===== config.mk =====
export PLATFORM = sky130hd
export DESIGN_NAME = breakpoint_watchpoint_unit
export DESIGN_NICKNAME = d
export VERILOG_FILES = /design/src/rtl/bwu_pkg.sv /design/src/rtl/bwu_ram.sv /design/src/rtl/bwu_ctrl.sv /design/src/rtl/bwu_dp.sv /design/src/rtl/breakpoint_watchpoint_unit.sv
export SDC_FILE = /design/constraint.sdc
export NUM_CORES = 1
export LEC_CHECK = 0
export ABC_AREA = 1
export BUFFER_PORTS_ARGS = -buffer_cell sky130_fd_sc_hd__buf_4
export CAP_MARGIN = 30
export CORE_MARGIN = 2
export CORE_UTILIZATION = 40
export DETAILED_ROUTE_END_ITERATION = 7
export GPL_TIMING_DRIVEN = 1
export MAX_ROUTING_LAYER = met4
export PLACE_DENSITY = 0.6
export SLEW_MARGIN = 20
export SYNTH_ARGS = -nofsm -noshare
export SYNTH_HDL_FRONTEND = slang
export SYNTH_SLANG_ARGS = --single-unit

===== constraint.sdc =====
create_clock -name i_clk -period 2.99 [get_ports i_clk]
set_input_delay 0 -clock i_clk [delete_from_list [all_inputs] [get_ports i_clk]]
set_output_delay 0 -clock i_clk [all_outputs]
set_load 0.05 [all_outputs]

===== src/rtl/bwu_pkg.sv =====
// ----------------------------------------------------------------------------
// bwu_pkg
// Types and codes of the breakpoint/watchpoint unit.
// ----------------------------------------------------------------------------
package bwu_pkg;

    localparam logic [2:0] REQ_CHECK   = 3'd0;
    localparam logic [2:0] REQ_ADD_BRK = 3'd1;
    localparam logic [2:0] REQ_REM_BRK = 3'd2;
    localparam logic [2:0] REQ_ADD_WCH = 3'd3;
    localparam logic [2:0] REQ_REM_WCH = 3'd4;
    localparam logic [2:0] REQ_RESUME  = 3'd5;
    localparam logic [2:0] REQ_STEP    = 3'd6;

    localparam logic [1:0] STORE_NONE = 2'd0;
    localparam logic [1:0] STORE_BYTE = 2'd1;
    localparam logic [1:0] STORE_WORD = 2'd2;

    localparam logic [1:0] ACT_EXEC  = 2'd0;
    localparam logic [1:0] ACT_WATCH = 2'd1;
    localparam logic [1:0] ACT_BREAK = 2'd2;
    localparam logic [1:0] ACT_IDLE  = 2'd3;

    localparam logic [15:0] BREAK_RESET_ADDR = 16'h0000;

    typedef enum logic [1:0] {
        HIT_NONE  = 2'd0,
        HIT_STORE = 2'd1,
        HIT_INSTR = 2'd2
    } t_hit_sel;

    typedef struct packed {
        logic [2:0]  req_type;
        logic [15:0] address;
        logic [1:0]  store_kind;
        logic [15:0] store_address;
    } t_in_word;

    typedef struct packed {
        logic [1:0]  action;
        logic [15:0] hit_address;
        logic        table_full;
        logic        is_running;
    } t_out_word;

    typedef struct packed {
        logic       load_req;
        logic       sel_load;
        logic       sel_watch;
        logic       idx_clr;
        logic       idx_inc;
        logic       rd_en;
        logic       rd_last;
        logic       move_wr;
        logic       add_wr;
        logic       set_res;
        logic [1:0] res_action;
        t_hit_sel   res_hit;
        logic       run_set;
        logic       run_clr;
        logic       out_load;
    } t_cmd;

    typedef struct packed {
        logic [2:0] req_type;
        logic [1:0] store_kind;
        logic       run;
        logic       brk_empty;
        logic       wch_empty;
        logic       sel_watch;
        logic       match;
        logic       idx_last;
    } t_status;

endpackage


===== src/rtl/bwu_ram.sv =====
// ----------------------------------------------------------------------------
// bwu_ram
// Simple dual-port RAM, one write and one registered read port.
// ----------------------------------------------------------------------------
module bwu_ram #(
    parameter int WIDTH = 16,
    parameter int DEPTH = 16
) (
    input  logic                                    i_clk,
    input  logic                                    i_we,
    input  logic [((DEPTH > 1) ? $clog2(DEPTH) : 1)-1:0] i_waddr,
    input  logic [WIDTH-1:0]                        i_wdata,
    input  logic                                    i_re,
    input  logic [((DEPTH > 1) ? $clog2(DEPTH) : 1)-1:0] i_raddr,
    output logic [WIDTH-1:0]                        o_rdata
);

    logic [WIDTH-1:0] r_mem [DEPTH];
    logic [WIDTH-1:0] r_rdata;

    always_ff @(posedge i_clk) begin
        if (i_we) begin
            r_mem[i_waddr] <= i_wdata;
        end
        if (i_re) begin
            r_rdata <= r_mem[i_raddr];
        end
    end

    assign o_rdata = r_rdata;

endmodule


===== src/rtl/bwu_ctrl.sv =====
// ----------------------------------------------------------------------------
// bwu_ctrl
// Request sequencer: decodes a word, steps table scans, delivers the result.
// ----------------------------------------------------------------------------
module bwu_ctrl (
    input  logic             i_clk,
    input  logic             i_rst_n,
    input  logic             i_in_valid,
    output logic             o_in_ready,
    output logic             o_out_valid,
    input  logic             i_out_ready,
    input  bwu_pkg::t_status i_status,
    output bwu_pkg::t_cmd    o_cmd
);

    typedef enum logic [5:0] {
        S_IDLE   = 6'b000001,
        S_DECODE = 6'b000010,
        S_RD     = 6'b000100,
        S_CMP    = 6'b001000,
        S_MOVE   = 6'b010000,
        S_DONE   = 6'b100000
    } t_state;

    t_state        r_state;
    t_state        n_state;
    logic          r_out_valid;
    logic          n_out_valid;
    bwu_pkg::t_cmd cmd;
    logic          is_store;

    assign is_store = (i_status.store_kind == bwu_pkg::STORE_BYTE) ||
                      (i_status.store_kind == bwu_pkg::STORE_WORD);

    always_comb begin
        n_state = r_state;
        cmd     = '0;
        cmd.res_action = bwu_pkg::ACT_IDLE;
        cmd.res_hit    = bwu_pkg::HIT_NONE;
        unique case (r_state)
            S_IDLE: begin
                if (i_in_valid) begin
                    cmd.load_req = 1'b1;
                    n_state      = S_DECODE;
                end
            end
            S_DECODE: begin
                n_state = S_DONE;
                unique case (i_status.req_type) inside
                    bwu_pkg::REQ_CHECK: begin
                        if (!i_status.run) begin
                            cmd.set_res = 1'b1;
                        end else if (is_store && !i_status.wch_empty) begin
                            cmd.sel_load  = 1'b1;
                            cmd.sel_watch = 1'b1;
                            cmd.idx_clr   = 1'b1;
                            n_state       = S_RD;
                        end else if (!i_status.brk_empty) begin
                            cmd.sel_load = 1'b1;
                            cmd.idx_clr  = 1'b1;
                            n_state      = S_RD;
                        end else begin
                            cmd.set_res    = 1'b1;
                            cmd.res_action = bwu_pkg::ACT_EXEC;
                        end
                    end
                    bwu_pkg::REQ_ADD_BRK, bwu_pkg::REQ_ADD_WCH: begin
                        cmd.add_wr  = 1'b1;
                        cmd.set_res = 1'b1;
                    end
                    bwu_pkg::REQ_REM_BRK: begin
                        if (i_status.brk_empty) begin
                            cmd.set_res = 1'b1;
                        end else begin
                            cmd.sel_load = 1'b1;
                            cmd.idx_clr  = 1'b1;
                            n_state      = S_RD;
                        end
                    end
                    bwu_pkg::REQ_REM_WCH: begin
                        if (i_status.wch_empty) begin
                            cmd.set_res = 1'b1;
                        end else begin
                            cmd.sel_load  = 1'b1;
                            cmd.sel_watch = 1'b1;
                            cmd.idx_clr   = 1'b1;
                            n_state       = S_RD;
                        end
                    end
                    bwu_pkg::REQ_RESUME: begin
                        cmd.run_set    = 1'b1;
                        cmd.set_res    = 1'b1;
                        cmd.res_action = bwu_pkg::ACT_EXEC;
                    end
                    bwu_pkg::REQ_STEP: begin
                        cmd.set_res    = 1'b1;
                        cmd.res_action = bwu_pkg::ACT_EXEC;
                    end
                    default: begin
                        cmd.set_res = 1'b1;
                    end
                endcase
            end
            S_RD: begin
                cmd.rd_en = 1'b1;
                n_state   = S_CMP;
            end
            S_CMP: begin
                n_state = S_DONE;
                if (i_status.match) begin
                    if (i_status.req_type == bwu_pkg::REQ_CHECK) begin
                        cmd.run_clr = 1'b1;
                        cmd.set_res = 1'b1;
                        if (i_status.sel_watch) begin
                            cmd.res_action = bwu_pkg::ACT_WATCH;
                            cmd.res_hit    = bwu_pkg::HIT_STORE;
                        end else begin
                            cmd.res_action = bwu_pkg::ACT_BREAK;
                            cmd.res_hit    = bwu_pkg::HIT_INSTR;
                        end
                    end else begin
                        cmd.rd_last = 1'b1;
                        n_state     = S_MOVE;
                    end
                end else if (!i_status.idx_last) begin
                    cmd.idx_inc = 1'b1;
                    n_state     = S_RD;
                end else if (i_status.req_type == bwu_pkg::REQ_CHECK) begin
                    if (i_status.sel_watch && !i_status.brk_empty) begin
                        cmd.sel_load = 1'b1;
                        cmd.idx_clr  = 1'b1;
                        n_state      = S_RD;
                    end else begin
                        cmd.set_res    = 1'b1;
                        cmd.res_action = bwu_pkg::ACT_EXEC;
                    end
                end else begin
                    cmd.set_res = 1'b1;
                end
            end
            S_MOVE: begin
                cmd.move_wr = 1'b1;
                cmd.set_res = 1'b1;
                n_state     = S_DONE;
            end
            S_DONE: begin
                if (!r_out_valid || i_out_ready) begin
                    cmd.out_load = 1'b1;
                    n_state      = S_IDLE;
                end
            end
            default: begin
                n_state = S_IDLE;
            end
        endcase
    end

    always_comb begin
        if (cmd.out_load) begin
            n_out_valid = 1'b1;
        end else if (i_out_ready) begin
            n_out_valid = 1'b0;
        end else begin
            n_out_valid = r_out_valid;
        end
    end

    always_ff @(posedge i_clk) begin
        if (!i_rst_n) begin
            r_state     <= S_IDLE;
            r_out_valid <= 1'b0;
        end else begin
            r_state     <= n_state;
            r_out_valid <= n_out_valid;
        end
    end

    assign o_in_ready  = (r_state == S_IDLE);
    assign o_out_valid = r_out_valid;
    assign o_cmd       = cmd;

endmodule


===== src/rtl/bwu_dp.sv =====
// ----------------------------------------------------------------------------
// bwu_dp
// Datapath: request latch, both address tables, counts, run flag, result.
// ----------------------------------------------------------------------------
module bwu_dp #(
    parameter int BREAK_ENTRIES = 16,
    parameter int WATCH_ENTRIES = 16
) (
    input  logic               i_clk,
    input  logic               i_rst_n,
    input  bwu_pkg::t_in_word  i_in_word,
    input  bwu_pkg::t_cmd      i_cmd,
    output bwu_pkg::t_status   o_status,
    output bwu_pkg::t_out_word o_out_word
);

    localparam int BIW = (BREAK_ENTRIES > 1) ? $clog2(BREAK_ENTRIES) : 1;
    localparam int WIW = (WATCH_ENTRIES > 1) ? $clog2(WATCH_ENTRIES) : 1;
    localparam int XIW = (BIW > WIW) ? BIW : WIW;
    localparam int BCW = $clog2(BREAK_ENTRIES + 1);
    localparam int WCW = $clog2(WATCH_ENTRIES + 1);

    bwu_pkg::t_in_word r_req;
    logic [BCW-1:0]    r_bcnt;
    logic [WCW-1:0]    r_wcnt;
    logic              r_run;
    logic              r_sel_watch;
    logic [XIW-1:0]    r_idx;
    logic [XIW-1:0]    r_slot;
    logic              r_rd_zero;
    logic              r_b0_wr;
    logic [1:0]        r_act;
    logic [15:0]       r_hit;
    logic              r_full;
    bwu_pkg::t_out_word r_out;

    logic              brk_full;
    logic              wch_full;
    logic              sel_full;
    logic [BCW-1:0]    bcnt_dec;
    logic [WCW-1:0]    wcnt_dec;
    logic [BIW-1:0]    b_raddr;
    logic [WIW-1:0]    w_raddr;
    logic              b_re;
    logic              w_re;
    logic              b_we;
    logic              w_we;
    logic [BIW-1:0]    b_waddr;
    logic [WIW-1:0]    w_waddr;
    logic [15:0]       b_wdata;
    logic [15:0]       w_wdata;
    logic [15:0]       b_rdata;
    logic [15:0]       w_rdata;
    logic [15:0]       b_data;
    logic [15:0]       sel_data;
    logic [15:0]       saddr_nxt;
    logic              brk_add;
    logic              wch_add;
    logic              idx_last_b;
    logic              idx_last_w;
    logic              match;

    assign brk_full = (r_bcnt == BCW'(BREAK_ENTRIES));
    assign wch_full = (r_wcnt == WCW'(WATCH_ENTRIES));
    assign bcnt_dec = r_bcnt - BCW'(1);
    assign wcnt_dec = r_wcnt - WCW'(1);

    assign brk_add = i_cmd.add_wr && (r_req.req_type == bwu_pkg::REQ_ADD_BRK) && !brk_full;
    assign wch_add = i_cmd.add_wr && (r_req.req_type == bwu_pkg::REQ_ADD_WCH) && !wch_full;

    assign sel_full = ((r_req.req_type == bwu_pkg::REQ_ADD_BRK) && brk_full) ||
                      ((r_req.req_type == bwu_pkg::REQ_ADD_WCH) && wch_full);

    // read address: scan index, or last live entry for a remove
    assign b_raddr = i_cmd.rd_last ? bcnt_dec[BIW-1:0] : r_idx[BIW-1:0];
    assign w_raddr = i_cmd.rd_last ? wcnt_dec[WIW-1:0] : r_idx[WIW-1:0];
    assign b_re    = (i_cmd.rd_en || i_cmd.rd_last) && !r_sel_watch;
    assign w_re    = (i_cmd.rd_en || i_cmd.rd_last) && r_sel_watch;

    assign b_we    = brk_add || (i_cmd.move_wr && !r_sel_watch);
    assign w_we    = wch_add || (i_cmd.move_wr && r_sel_watch);
    assign b_waddr = i_cmd.move_wr ? r_slot[BIW-1:0] : r_bcnt[BIW-1:0];
    assign w_waddr = i_cmd.move_wr ? r_slot[WIW-1:0] : r_wcnt[WIW-1:0];
    assign b_wdata = i_cmd.move_wr ? b_data : r_req.address;
    assign w_wdata = i_cmd.move_wr ? w_rdata : r_req.address;

    // entry zero of the break table reads as its reset address until written
    assign b_data   = (r_rd_zero && !r_b0_wr) ? bwu_pkg::BREAK_RESET_ADDR : b_rdata;
    assign sel_data = r_sel_watch ? w_rdata : b_data;

    assign saddr_nxt = 16'(r_req.store_address + 16'd1);

    always_comb begin
        if (r_sel_watch && (r_req.req_type == bwu_pkg::REQ_CHECK)) begin
            match = (sel_data == r_req.store_address) ||
                    ((r_req.store_kind == bwu_pkg::STORE_WORD) && (sel_data == saddr_nxt));
        end else begin
            match = (sel_data == r_req.address);
        end
    end

    assign idx_last_b = ((BCW'(r_idx[BIW-1:0]) + BCW'(1)) >= r_bcnt);
    assign idx_last_w = ((WCW'(r_idx[WIW-1:0]) + WCW'(1)) >= r_wcnt);

    bwu_ram #(
        .WIDTH (16),
        .DEPTH (BREAK_ENTRIES)
    ) u_brk_ram (
        .i_clk   (i_clk),
        .i_we    (b_we),
        .i_waddr (b_waddr),
        .i_wdata (b_wdata),
        .i_re    (b_re),
        .i_raddr (b_raddr),
        .o_rdata (b_rdata)
    );

    bwu_ram #(
        .WIDTH (16),
        .DEPTH (WATCH_ENTRIES)
    ) u_wch_ram (
        .i_clk   (i_clk),
        .i_we    (w_we),
        .i_waddr (w_waddr),
        .i_wdata (w_wdata),
        .i_re    (w_re),
        .i_raddr (w_raddr),
        .o_rdata (w_rdata)
    );

    always_ff @(posedge i_clk) begin
        if (!i_rst_n) begin
            r_bcnt  <= BCW'(1);
            r_wcnt  <= '0;
            r_run   <= 1'b0;
            r_b0_wr <= 1'b0;
        end else begin
            if (brk_add) begin
                r_bcnt <= r_bcnt + BCW'(1);
            end else if (i_cmd.move_wr && !r_sel_watch) begin
                r_bcnt <= bcnt_dec;
            end
            if (wch_add) begin
                r_wcnt <= r_wcnt + WCW'(1);
            end else if (i_cmd.move_wr && r_sel_watch) begin
                r_wcnt <= wcnt_dec;
            end
            if (i_cmd.run_set) begin
                r_run <= 1'b1;
            end else if (i_cmd.run_clr) begin
                r_run <= 1'b0;
            end
            if (b_we && (b_waddr == '0)) begin
                r_b0_wr <= 1'b1;
            end
        end
    end

    always_ff @(posedge i_clk) begin
        if (i_cmd.load_req) begin
            r_req <= i_in_word;
        end
        if (i_cmd.sel_load) begin
            r_sel_watch <= i_cmd.sel_watch;
        end
        if (i_cmd.idx_clr) begin
            r_idx <= '0;
        end else if (i_cmd.idx_inc) begin
            r_idx <= r_idx + XIW'(1);
        end
        if (i_cmd.rd_last) begin
            r_slot <= r_idx;
        end
        if (b_re) begin
            r_rd_zero <= (b_raddr == '0);
        end
        if (i_cmd.set_res) begin
            r_act  <= i_cmd.res_action;
            r_full <= sel_full;
            case (i_cmd.res_hit)
                bwu_pkg::HIT_STORE: r_hit <= r_req.store_address;
                bwu_pkg::HIT_INSTR: r_hit <= r_req.address;
                default:            r_hit <= '0;
            endcase
        end
        if (i_cmd.out_load) begin
            r_out.action      <= r_act;
            r_out.hit_address <= r_hit;
            r_out.table_full  <= r_full;
            r_out.is_running  <= r_run;
        end
    end

    assign o_status.req_type   = r_req.req_type;
    assign o_status.store_kind = r_req.store_kind;
    assign o_status.run        = r_run;
    assign o_status.brk_empty  = (r_bcnt == '0);
    assign o_status.wch_empty  = (r_wcnt == '0);
    assign o_status.sel_watch  = r_sel_watch;
    assign o_status.match      = match;
    assign o_status.idx_last   = r_sel_watch ? idx_last_w : idx_last_b;

    assign o_out_word = r_out;

endmodule


===== src/rtl/breakpoint_watchpoint_unit.sv =====
// ----------------------------------------------------------------------------
// breakpoint_watchpoint_unit
// Debug breakpoint and watchpoint tables with run control.
// ----------------------------------------------------------------------------
// Input channel (i_in_valid / o_in_ready / i_in_word) carries one request word:
// check an instruction, add or remove a break/watch address, resume or step.
// Output channel (o_out_valid / i_out_ready / o_out_word) returns one result
// word per request: action, hit address, table-full flag and run flag.
// One request is processed at a time. Add, resume, step, a check while halted
// and a remove from an empty table need no table scan; a check or remove scans
// table entries, and a successful remove then moves the last entry into the
// matched slot. The input is ready again from the edge that loads the result.
// Each scanned entry costs one RAM read and one compare; a store check walks the
// watch table first, then the break table.
// Reset: halted, break table holds one entry (address 0), watch table empty.
// A stalled result stays in the output register; the next request is
// accepted meanwhile and waits in its final step until the output is free.
// ----------------------------------------------------------------------------
module breakpoint_watchpoint_unit #(
    parameter int BREAK_ENTRIES = 16,
    parameter int WATCH_ENTRIES = 16
) (
    input  logic               i_clk,
    input  logic               i_rst_n,
    input  logic               i_in_valid,
    output logic               o_in_ready,
    input  bwu_pkg::t_in_word  i_in_word,
    output logic               o_out_valid,
    input  logic               i_out_ready,
    output bwu_pkg::t_out_word o_out_word
);

    bwu_pkg::t_cmd    cmd;
    bwu_pkg::t_status status;

    bwu_ctrl u_ctrl (
        .i_clk       (i_clk),
        .i_rst_n     (i_rst_n),
        .i_in_valid  (i_in_valid),
        .o_in_ready  (o_in_ready),
        .o_out_valid (o_out_valid),
        .i_out_ready (i_out_ready),
        .i_status    (status),
        .o_cmd       (cmd)
    );

    bwu_dp #(
        .BREAK_ENTRIES (BREAK_ENTRIES),
        .WATCH_ENTRIES (WATCH_ENTRIES)
    ) u_dp (
        .i_clk      (i_clk),
        .i_rst_n    (i_rst_n),
        .i_in_word  (i_in_word),
        .i_cmd      (cmd),
        .o_status   (status),
        .o_out_word (o_out_word)
    );

endmodule


---- After elaboration in Yosys (flattened, before gate mapping) ----
Memories as Yosys holds them, arrays and structs flattened. A register that Yosys moved wholly into a read port is not among the register bits.
Cells that the tools add are included.
word-level totals
  bits in writable memories ............... 512
  word-level logic and storage cells ...... 185
  memories ................................ 2
  bits of input ports ..................... 41
  flip-flop bits (word level) ............. 105
  output and inout port bits .............. 22
memories
  name                  depth  width  rd ports  clocked after memory_dff  write ports  RTL line       text
  u_dp.u_brk_ram.r_mem  16     16     1         1                         1            bwu_ram.sv:18  logic [WIDTH-1:0] r_mem [DEPTH];
  u_dp.u_wch_ram.r_mem  16     16     1         1                         1            bwu_ram.sv:18
cells by class
  equality and inequality tests ........... 23
  $add $sub $neg .......................... 7
  $lt $le $gt $ge ......................... 2
  multiplexer cells ....................... 88
  reduce and logical (&&, ||, !) cells .... 42
operators with widths
  cell                                                                 number
  6-bit 2-to-1 mux                                                     11
  16-bit 2-to-1 mux                                                    4
  16-bit equality test                                                 3
  1-bit 2-to-1 mux                                                     39
  6-bit case mux with 6 select lines                                   1
  16-bit case mux with 2 select lines                                  1
  5-bit 2-to-1 mux                                                     5
  3-bit 2-to-1 mux                                                     7
  4-bit 2-to-1 mux                                                     5
  6-bit case mux with 3 select lines                                   1
  16-bit by 1-bit adder with 16-bit output (second input constant)     1
  1-bit logical AND                                                    16
  1-bit case mux with 3 select lines                                   4
  5-bit by 1-bit adder with 5-bit output (second input constant)       2
  5-bit equality test (second input constant)                          2
  5-bit greater-or-equal comparator                                    2
  5-bit logical NOT                                                    2
  2-bit 2-to-1 mux                                                     5
  5-bit by 1-bit subtractor with 5-bit output (second input constant)  2
  3-bit equality test (second input constant)                          3
  4-bit logical NOT                                                    2
  2-bit case mux with 2 select lines                                   2
  2-bit nonzero test                                                   4
  1-bit logical NOT                                                    7
  other kinds (19)                                                     31

---- Depth between registers and ports, before layout ----
Gate-level depths: netlist of run 1.
  depth after elaboration ................. 12
  gate-level depth with buffers ........... 27
  depth with buffers taken out ............ 24

---- Cells and area by module ----
A second synthesis of run 1 with hierarchy kept.
second synthesis, totals
  cells, all modules ...................... 2,999
  area total of the unflattened synthesis .. 29,577.1 um2
by module, submodules not included
  module    cells an instance  times used  area each (um2)  seq. area each (um2)
  bwu_ram   1,074              2           11,541.1         8,167.8
  bwu_dp    732                1           5,834.3          2,782.7
  bwu_ctrl  119                1           660.6            140.1

---- Least setup slack after synthesis of run 1 ----
No wires, ideal clock.
  path kind ............................... register -> register
  start point ............................. reg u_dp.r_req[0] in the netlist's numbering
  end point ............................... reg u_dp.r_hit[10], data pin
  slack ................................... -56 ps
  clock period less this slack ............ 3,046 ps
  arrival ................................. 2,776 ps
  stages on the path, launching flop included .. 22
  required time ........................... 2,720 ps
  path buffers ............................ 2
  setup time .............................. 270 ps
  cells stage by stage .................... edfxtp_1 -> ha_1 -> nand2_1 -> inv_1 -> nor2_1 -> inv_1 -> nand2_1 -> nand2_1 -> nor3_1 -> nand2_1 -> nor2_1 -> nand2_1 -> nand2_2 -> nand2_1 -> nor2_1 -> nand2_1 -> nor2_1 -> inv_1 -> ha_1 -> clkbuf_1 -> clkbuf_1 -> a21oi_1
on the way
  word-level cells in the longest chain between the ends .. 9
  elaborated cells on any way between the ends .. 11
  classes of those cells .................. add/sub (1); eq/ne (4); mux (4); reduce/logical (2)
ends and longest elaborated chain
  what                                                                                          RTL line         text
  from (decl)                                                                                   bwu_dp.sv:23     bwu_pkg::t_in_word r_req;
  from (signal assigned)                                                                        bwu_dp.sv:161    r_req <= i_in_word;
  16-bit by 1-bit adder with 16-bit output                                                      bwu_dp.sv:91     assign saddr_nxt = 16'(r_req.store_address + 16'd1);
  16-bit equality test                                                                          bwu_dp.sv:96     ((r_req.store_kind == bwu_pkg::STORE_WORD) && (sel_data == saddr_nxt));
  1-bit logical AND                                                                             bwu_dp.sv:96
  1-bit logical OR *                                                                            bwu_dp.sv:95     match = (sel_data == r_req.store_address) ||
  1-bit 2-to-1 mux *                                                                            bwu_dp.sv:94     if (r_sel_watch && (r_req.req_type == bwu_pkg::REQ_CHECK)) begin
  2-bit 2-to-1 mux *                                                                            bwu_ctrl.sv:110  if (i_status.match) begin
  2-bit 2-to-1 mux *                                                                            bwu_ctrl.sv:40   unique case (r_state)
  2-bit equality test / 2-bit by 1-bit equality test with 1-bit output (equally long branches)  bwu_dp.sv:180    case (i_cmd.res_hit)
  16-bit case mux with 2 select lines *                                                         bwu_dp.sv:180
  to (signal assigned)                                                                          bwu_dp.sv:181    bwu_pkg::HIT_STORE: r_hit <= r_req.store_address;
  to (signal assigned)                                                                          bwu_dp.sv:182    bwu_pkg::HIT_INSTR: r_hit <= r_req.address;
  to (decl)                                                                                     bwu_dp.sv:33     logic [15:0] r_hit;
Mark *: on every way between the ends. The rest lies on a longest branch, timed or not.
A chain may end at the register's enable or synchronous reset.

---- Worst setup path after layout of run 1 ----
  start point ............................. reg u_dp.r_sel_watch
  end point ............................... reg u_dp.u_wch_ram.r_rdata[2], in the netlist u_dp.u_wch_ram.o_rdata[2], read port of u_dp.u_wch_ram.r_mem, data pin
on the way
  word-level cells in the longest chain between the ends .. 9
  elaborated cells on any way between the ends .. 13
  classes of those cells .................. eq/ne (3); mux (5); reduce/logical (5)
ends and longest elaborated chain
  what                    RTL line         text
  from (decl)             bwu_dp.sv:27     logic r_sel_watch;
  from (signal assigned)  bwu_dp.sv:164    r_sel_watch <= i_cmd.sel_watch;
  16-bit 2-to-1 mux       bwu_dp.sv:89     assign sel_data = r_sel_watch ? w_rdata : b_data;
  16-bit equality test    bwu_dp.sv:96
  1-bit logical AND       bwu_dp.sv:96
  1-bit logical OR        bwu_dp.sv:95
  1-bit 2-to-1 mux        bwu_dp.sv:94
  1-bit 2-to-1 mux        bwu_ctrl.sv:110
  1-bit 2-to-1 mux        bwu_ctrl.sv:40
  1-bit logical OR        bwu_dp.sv:78     assign w_re = (i_cmd.rd_en || i_cmd.rd_last) && r_sel_watch;
  1-bit logical AND       bwu_dp.sv:78
  to (decl)               bwu_ram.sv:19    logic [WIDTH-1:0] r_rdata;
Several ways; a longest one is shown, not always the timed one.

==> results of run 1 <==
==> worst register-to-register path: cells and delay by family (launching register included) <==
| family | cells | cell delay [ns] |
|---|---|---|
| and+or+nand+nor | 15 | 1.68 |
| buffers and inverters | 6 | 1.01 |
| DFF | 1 | 0.44 |
==> Yosys cell counts (2+ instances only) <==
| master | number | area (um2) |
|---|---|---|
| o21a_1 | 4 | 30.0 |
| nor3_1 | 9 | 45.0 |
| edfxtp_1 | 626 | 18800 |
| xnor2_1 | 3 | 26.3 |
| nor2_4 | 2 | 22.5 |
| nand3_2 | 11 | 110 |
| or2_2 | 5 | 31.3 |
| clkinv_1 | 15 | 56.3 |
| buf_4 | 21 | 158 |
| clkbuf_1 | 25 | 93.8 |
| nand3_1 | 620 | 3100 |
| a22o_1 | 2 | 17.5 |
| a21oi_1 | 29 | 145 |
| inv_1 | 462 | 1730 |
| o221ai_1 | 2 | 17.5 |
| a21boi_0 | 2 | 15.0 |
| buf_1 | 4 | 15.0 |
| a211oi_1 | 4 | 30.0 |
| nor2_1 | 112 | 420 |
| inv_2 | 8 | 30.0 |
| nand3b_1 | 88 | 661 |
| dfxtp_1 | 23 | 460 |
| o21ai_0 | 26 | 130 |
| buf_2 | 91 | 455 |
| o21ai_2 | 2 | 17.5 |
| o21ai_1 | 3 | 15.0 |
| nand2_2 | 10 | 62.6 |
| xor2_1 | 23 | 201 |
| ha_1 | 20 | 250 |
| buf_6 | 4 | 45.0 |
| nor4_1 | 2 | 12.5 |
| a31oi_1 | 4 | 25.0 |
| nand2_1 | 719 | 2700 |
| nand4_1 | 9 | 56.3 |
==> power by group through the flow <==
stage                     logic [mW]  clock network, mW  registers (mW)
after global routing            4.84               9.21            10.3
after global placement          3.88                  0            10.5
final                           4.49               8.73            10.3
after CTS                       4.22               8.87            10.3
after floorplan                 2.19                  0            10.5
after detailed placement        3.90                  0            10.5
==> routing by layer <==
layer | track usage | vias to the layer above | share of wire
met3 | 0.0283 | 159 | 0.071
met1 | 0.312 | 11014 | 0.44
met4 | 0.0687 | 0 | 0.027
met2 | 0.350 | 837 | 0.47
li1 | - | 10793 | -
met5 | - | - | 0
==> layout make-up <==
class                           instances  share of cell area
Clock inverter                         45              0.0106
Sequential cell                       649               0.490
Clock buffer                           87              0.0484
Inverter                              485              0.0466
Timing Repair Buffer                  457               0.135
Multi-Input combinational cell       1722               0.238
Tap cell                              969              0.0309
==> flip-flops by register name (all words and copies together) (netlist names), 2 cells and up <==
signal                  count
u_ctrl.r_state              6
u_dp.o_out_word            20
u_dp.o_status               5
u_dp.r_act                  2
u_dp.r_bcnt                 5
u_dp.r_hit                 16
u_dp.r_idx                  4
u_dp.r_req                 32
u_dp.r_slot                 4
u_dp.r_wcnt                 5
u_dp.u_brk_ram.o_rdata     16
u_dp.u_brk_ram.r_mem      256
u_dp.u_wch_ram.o_rdata     16
u_dp.u_wch_ram.r_mem      256
==> logic make-up (layout without fill, tap and decap cells) <==
family                   Yosys count  after routing  synth area share
AO/OA/AOI/OAI                     84             84            0.0164
XOR/XNOR                          26             26           0.00757
adder cells (fa/ha/maj)           20             20           0.00832
buffers and inverters            630           1074            0.0860
flip-flops                       649            649             0.640
multiplexers                       1              1          0.000374
AND/OR/NAND/NOR                 1590           1591             0.241
==> worst max-delay path by stage <==
stage                            endpoint  slack, ns
2_1_floorplan              u_dp.r_hit[10]       0.03
3_3_place_gp    u_dp.u_wch_ram.o_rdata[8]      -0.44
3_5_place_dp    u_dp.u_wch_ram.o_rdata[6]      -0.46
4_1_cts        u_dp.u_brk_ram.o_rdata[13]      -0.31
5_1_grt        u_dp.u_brk_ram.o_rdata[10]      -0.55
6_report        u_dp.u_wch_ram.o_rdata[2]      -0.38
==> metrics by stage <==
stage / TNS [ns] / std cells / utilization / hold WS (ns)
3_5_place_dp: -17.06 / 4156 / 0.456 / 0.179
4_1_cts: -8.83 / 4375 / 0.509 / 0.0537
5_1_grt: -31.55 / 4414 / 0.527 / 0.0727
3_3_place_gp: -15.05 / 4156 / 0.456 / 0.179
6_report: -14.04 / 4414 / 0.527 / 0.0852
2_1_floorplan: 0 / 3000 / - / 0.0989
==> what timing repair did <==
action,CTS,global route
cloned,12,20
pin swaps,41,97
setup buffers,34,23
hold buffers,41,0
gates resized for setup,144,183
endpoints found under the hold margin,63,0
endpoints found under the setup margin,105,388
==> impl_summary.md, run 1 <==
Status
The flow ran to the end, but the final reports show violations. The final reports fail on setup timing.

Floorplanning
The placeable core region is 0.0744 mm2. The initial utilization of the core area, before any placement, comes to 0.404. The floorplan die area is 0.0774 mm2. The total number of placement rows is 100.

The die span in y is 278 um. The top-level port count is 63. Measured along the x axis, the die boundary spans ~280 um.

Power and ir drop
The fraction of power consumed by combinational cells is 0.191. Of the total power, the share spent switching nets is 0.283. The relative contribution of sequential cells to total power is 0.437.

The leakage power of the design is 16.3 nW. The power density normalized to cell area is about 600 mW/mm2. The highest ir drop seen on vdd is between 0.0003 and 0.0004 V.

Power comes to around 24 mW. The portion of total power attributed to the clock network is 0.372. The internal power of the cells totals between 15 and 20 mW. For this design the total switching power over the nets is around 6.7 mW.

Finish
The finished cells cover slightly below 0.04 mm2. After filler insertion, the fill cell instance count of the layout stands at between 6000 and 7000. The relative area change from synthesis to final layout is 30.5%. In the final layout, flip-flops and latches occupy around 0.019 mm2. The layout cell share with drive strength beyond 1 is 0.227. The library cell used most frequently in the layout, excluding fill and tap cells, is nand2_1. The count of antenna diodes in the layout is 0.

The net total in the final layout is approximately 3400. The area taken by multi-input logic gates is a little over 0.009 mm2. In the layout the commonest cells are nand2_1, edfxtp_1, nand3_1.

Critical path
Counting buffers and inverters, the worst setup path is 21 cells deep. The cell repeated most along the worst path is nand3_2. Broken down by cell family, the worst path's largest delay share belongs to simple AND/OR/NAND/NOR gates. The worst setup path is captured at a flip-flop. The most critical setup path has its startpoint at u_dp.r_sel_watch. The launching element type of the critical path is a flip-flop. Data on the critical path is required at its endpoint by 3.36 ns. Walking the worst path, the cells encountered are inv_2 > buf_12 > nand3_2 > nand3_2 > nand3_2 > nor3_4 > nand2_1 > nor2_1 > nand2_1 > nand2_4 > nand4_4 > buf_12 > nand2_8 > buf_12 > clkbuf_16 > clkbuf_16 > nand3b_1 > nand3_2 > nand3_2 > nand3_2 > nand2_1. Data on the critical path arrives at its endpoint at between 3 and 4 ns. The critical-path maximum fanout is 9. For this run, the slowest stage of the critical path takes 0.44 ns. The classification of the worst setup path is flip-flop to flip-flop. The worst-case register-to-register setup slack is -0.38 ns.

The count of buffering cells on the critical path with inverters included is 6. The cell with the largest stage delay on the worst path is edfxtp_1. The worst register-to-register path has a depth of 21. The startpoint of the worst register-to-register path is u_dp.r_sel_watch. The reg-to-reg critical path endpoint is u_dp.u_wch_ram.o_rdata[2].

Synthesis
The number of flops mapped to enable cells by yosys is ~630. The main flop type after synthesis is edfxtp_1. The number of distinct library cell variants in the gate-level netlist after synthesis is 44. Averaged over all synthesized cells, the footprint is approximately 10 um2. The synthesized design contains about 650 register bits. Synthesis produced 3000 cells. In this run the cell area of the synthesized design comes to 0.0301 mm2. The sequential cell area fraction in the yosys report is 0.640. Counting flops with an async set or reset pin after synthesis yields a share of 0.

The post-synthesis net count is between 3000 and 4000. The total of warnings raised by yosys is 0.

Routing
The routed design has between 80000 and 90000 um of wire. The routed length per placed instance is between 20 and 25 um. The via total after detailed routing is around 23000. The final routed DRC violation total is 0.

The remaining number of nets flagged by the antenna check after routing is 0. Dividing the detail-routed via count by the number of cells gives 5.17. The count of routing violations after the opening detailed-route iteration is around 2300. The first-pass iteration count of the detailed router is 6.

STA
Headroom to the max-slew limit came out at 0.391. Once routing completed, OpenROAD measured the worst setup slack at -0.375 ns. Static timing analysis puts the maximum clock frequency at between 200 and 300 MHz. The max-slew violation count is 0. The final critical delay including setup and external delays is 3.37 ns. Dividing the final minimum period by the clock period gives 1.13. The worst-margin pin slew is 0.912 ns. Setup repair after global routing could not meet its margin everywhere. Setup violations remaining at the end of the flow were counted as 86. The number of hold violations in the final report is 0.

The setup clock skew after layout is 0.0313 ns.

Flow run
Max-cap violations in this run came to 0.

Placed design
The worst slack at placement is -0.456 ns. Once placement finished, the instance area stood at ~0.034 mm2. The HPWL after detailed placement is between 50000 and 60000 um.

During placement, the flow inserted port buffers numbering 62. At the end of routability-driven placement, the weighted congestion stood at 0.935.

Clocking
The H-tree was split into 3 levels. The TritonCTS clock tree is done. At the later pin of the worst-skew pair, clock insertion delay measures around 0.64 ns.

The maximum number of buffers from clock root to sink is 3. The tree is rooted in a clkbuf_16. Clock-pin slew was measured on the worst setup and hold paths at around 0.060 ns. The number of clock sinks is between 600 and 700. TritonCTS created 73 clock buffers.

Worst hold path
The instance count along the most critical hold path is 2. The hold path startpoint is i_in_word[28]. The worst-case hold path end point is u_dp.r_req[28]. The worst min-delay path category is primary input to flip-flop.

Global routing
The first-pass GRT wire length is ~130000 um. The initial antenna violation count is 0. The number of global-route vias before repair is 20992. The global-route usage over all layers is 0.226. The pin count of the biggest net entering global routing is 41.

The overall overflow remaining after global route is 0.
No activity file was read; power rests on OpenSTA's default activity.
==> run 2, diff against run 1 <==
==> constraint.sdc (replaced) <==
create_clock -name i_clk -period 2.99 [get_ports i_clk]
set_input_delay 0.598 -clock i_clk [delete_from_list [all_inputs] [get_ports i_clk]]
set_output_delay 0.598 -clock i_clk [all_outputs]
set_load 0.05 [all_outputs]
==> run 2 against run 1 <==
  * The run still ends with setup timing left
  * Cell area decreased by 1.0%
  * Clock-buffer cell count did not move
  * Core utilization down 0.55 points
  * Clock skew down 0.00051 ns
  * Critical path type unchanged
  * Clock power about the same
==> impl_summary.md, run 2 (synthesis results as in run 1) <==
Status
The flow ran to the end, but the final reports show violations. The checks that failed: setup timing.

Critical path
The cell repeated most along the worst path is nand3_2. The required time at the endpoint of the critical path is 3.36 ns (about the same). The reg-to-reg critical path endpoint is u_dp.u_wch_ram.o_rdata[2]. The worst-case register-to-register setup slack is -0.38 ns (about the same). The worst setup path is launched from a flip-flop. The maximum cell stage delay along the critical path is 0.44 ns (about the same). The classification of the worst setup path is flip-flop to flip-flop. The worst setup path is captured at a flip-flop. The number of cells on the worst reg-to-reg path is 21 (unchanged). The startpoint identified for the worst register-to-register timing path is u_dp.r_sel_watch.

The data arrival time of the critical path is 3.74 ns (about the same). Walking the worst path, the cells encountered are inv_2 > buf_12 > nand3_2 > nand3_2 > nand3_2 > nor3_4 > nand2_1 > nor2_1 > nand2_1 > nand2_4 > nand4_4 > buf_12 > nand2_8 > buf_12 > clkbuf_16 > clkbuf_16 > nand3b_1 > nand3_2 > nand3_2 > nand3_2 > nand2_1. The critical-path maximum fanout is 9 (unchanged). The cell with the largest stage delay on the worst path is edfxtp_1.

Clocking
TritonCTS built the clock tree. The number of clock sinks is 649 (unchanged). The total clock buffers created by CTS was 73 (unchanged). The clock latency on the worst-skew pair is 0.64 ns (about the same). The maximum number of buffers from clock root to sink is 3 (unchanged). The number of levels the H-tree was split into is 3 (unchanged). The clock transition time at the flip-flop clock pins of the worst setup and hold paths is 0.06 ns (about the same). The tree is rooted in a clkbuf_16. The number of hold-repair buffers added at the cts stage is 0 (-100%).

Routing
The remaining number of nets flagged by the antenna check after routing was 0 (unchanged). The first-pass iteration count of the detailed router is 6 (unchanged). The routed length per placed instance is 20.1 um (+0.28%). The count of routing violations after the opening detailed-route iteration is 2203 (-5.9%). The post-detailed-route via-to-cell ratio is 5.19 (+0.38%). The final routed DRC violation total came to 0 (unchanged). The via total after detailed routing is 22678 (-0.55%). The total detailed-routing wirelength is 88000 um (-0.66%).

Global routing
The overall overflow remaining after global route was 0 (unchanged). The fraction of met3 tracks used by global routing is 0.0289 (+0.000588). The pin count of the biggest net entering global routing came to 41 (unchanged). The initial antenna violation count was 0 (unchanged). The number of global-route vias before repair is 20841 (-0.72%). The fraction of met2 tracks used by global routing came to 0.348 (-0.00237).

The met1 usage in global routing was 0.311 (-0.000907). The first-pass GRT wire length was 128000 um (-0.50%). The most utilized layer in the global route result is met2. The global-route usage over all layers came to 0.225 (-0.000882).

Finish
The count of placed standard cells in the final layout, fillers left out came to 4373 (-0.93%). The area growth from synthesis to layout is 29.1%. In the layout the commonest cells are nand2_1, edfxtp_1, nand3_1. The net total in the final layout is 3408 (-1.2%). The largest registers in the layout are u_dp.u_brk_ram.r_mem: 256 flops, u_dp.u_wch_ram.r_mem: 256 flops, u_dp.r_req: 32 flops. The layout cell share with drive strength beyond 1 came to 0.230 (+0.00274).

The count of antenna diodes in the layout is 0 (unchanged). The most frequent standard cell in the layout excluding fill and tap cells is nand2_1.

Flow run
The reported max-cap violation count is 0 (unchanged).

Placed design
The final estimated routing congestion in global placement was 0.935 (unchanged). The placed instance count is 4156 (unchanged). The HPWL after detailed placement is 52900 um (unchanged). The worst slack at placement is -0.456 ns (unchanged). The number of buffers inserted by port buffering is 62 (unchanged).

STA
The final-layout setup total negative slack is -14.08 ns (-0.0415 ns). The max-slew violation count is 0 (unchanged). Setup repair after global routing could not meet its margin everywhere. The final critical delay including setup and external delays is 3.37 ns (+0.00750 ns).

The number of hold violations in the final report came to 0 (unchanged). The ratio of final minimum period to clock period came to 1.13 (+0.00251). The maximum frequency from static timing analysis is 297 MHz (-0.22%). The setup clock skew after layout is 0.0308 ns (-0.000511 ns).

The number of failing setup endpoints in the final timing report is 86 (unchanged). The least setup slack across all paths after layout is -0.383 ns (-0.00750 ns). The worst-margin pin slew is 0.847 ns (-0.0652 ns).

The worst-case hold slack was 0.140 ns (+0.0551 ns). The worst slew slack as a fraction of its limit is 0.434 (+0.0436).

Floorplanning
The total number of placement rows is 100 (unchanged). The initial standard-cell utilization of the core is 0.404 (unchanged). The die span in y is 278 um (unchanged). The floorplan die area is 0.0774 mm2 (unchanged). The placeable core region is 0.0744 mm2 (unchanged). The top-level port count was 63 (unchanged). The horizontal extent of the die is 278 um (unchanged).

Power and ir drop
The power density normalized to cell area is 604 mW/mm2 (+0.87%). The highest ir drop seen on vdd was 0.000364 V (about the same). The leakage power of the design is 16.1 nW (-1.0%).

Worst hold path
The worst hold path belongs to the class primary input to flip-flop. The worst hold path begins at i_in_word[28]. The instance count along the most critical hold path came to 1 (-1). The path with the worst hold slack has its endpoint at u_dp.r_req[28].
run 2: cell types whose count changed in the layout (fill, tap and decap cells not counted):
cell           delta
dlygate4sd3_1    -41
run 2: worst max-delay path, delay by kind of cell, from the launching register on:
kind,cells,cell delay (ns)
simple gates,15,1.68
buf+inv,6,1.00
flops,1,0.44
run 2: through the flow:
step / utilization / area [um2] / power [mW]
floorplan: - / 30100 / 12.6
finish: 0.522 / 38900 / 23.5
global placement: 0.456 / 34000 / 14.4
global route: 0.522 / 38900 / 24.3
CTS: 0.504 / 37500 / 23.3
detailed placement: 0.456 / 34000 / 14.4
run 2: repair_timing:
action,4_1_cts,5_1_grt
cloned,12,20
pin swaps,41,97
setup buffers,34,23
setup endpoints to repair,105,388
resized for setup,144,183
run 2: layout make-up:
type	instances	area, um2
Clock buffer	87	1900
Clock inverter	45	417
Fill cell	6417	35600
Inverter	485	1830
Multi-Input combinational cell	1722	9360
Sequential cell	649	19300
Tap cell	969	1210
Timing Repair Buffer	416	4880
run 2: worst max-delay path by stage:
stage / end / from / slack, ns
after floorplan: u_dp.r_hit[10] / u_dp.r_req[0] / 0.03
after global placement: u_dp.u_wch_ram.o_rdata[8] / u_dp.r_req[0] / -0.44
after detailed placement: u_dp.u_wch_ram.o_rdata[6] / u_dp.r_req[0] / -0.46
after CTS: u_dp.u_brk_ram.o_rdata[13] / u_dp.r_sel_watch / -0.31
after global routing: u_dp.u_brk_ram.o_rdata[10] / u_dp.r_req[0] / -0.55
final: u_dp.u_wch_ram.o_rdata[2] / u_dp.r_sel_watch / -0.38
run 2: report_power, final:
group | internal, mW | switching (mW)
logic | 1.66 | 2.79
clock network | 4.95 | 3.79
registers | 10.2 | 0.0762
total | 16.8 | 6.65
run 2: layer usage:
layer,part of all wire,wire (um),vias up
met4,0.027,2410,0
met3,0.074,6480,166
met5,0,0,-
met2,0.46,40900,844
met1,0.43,38300,10957
li1,-,-,10711
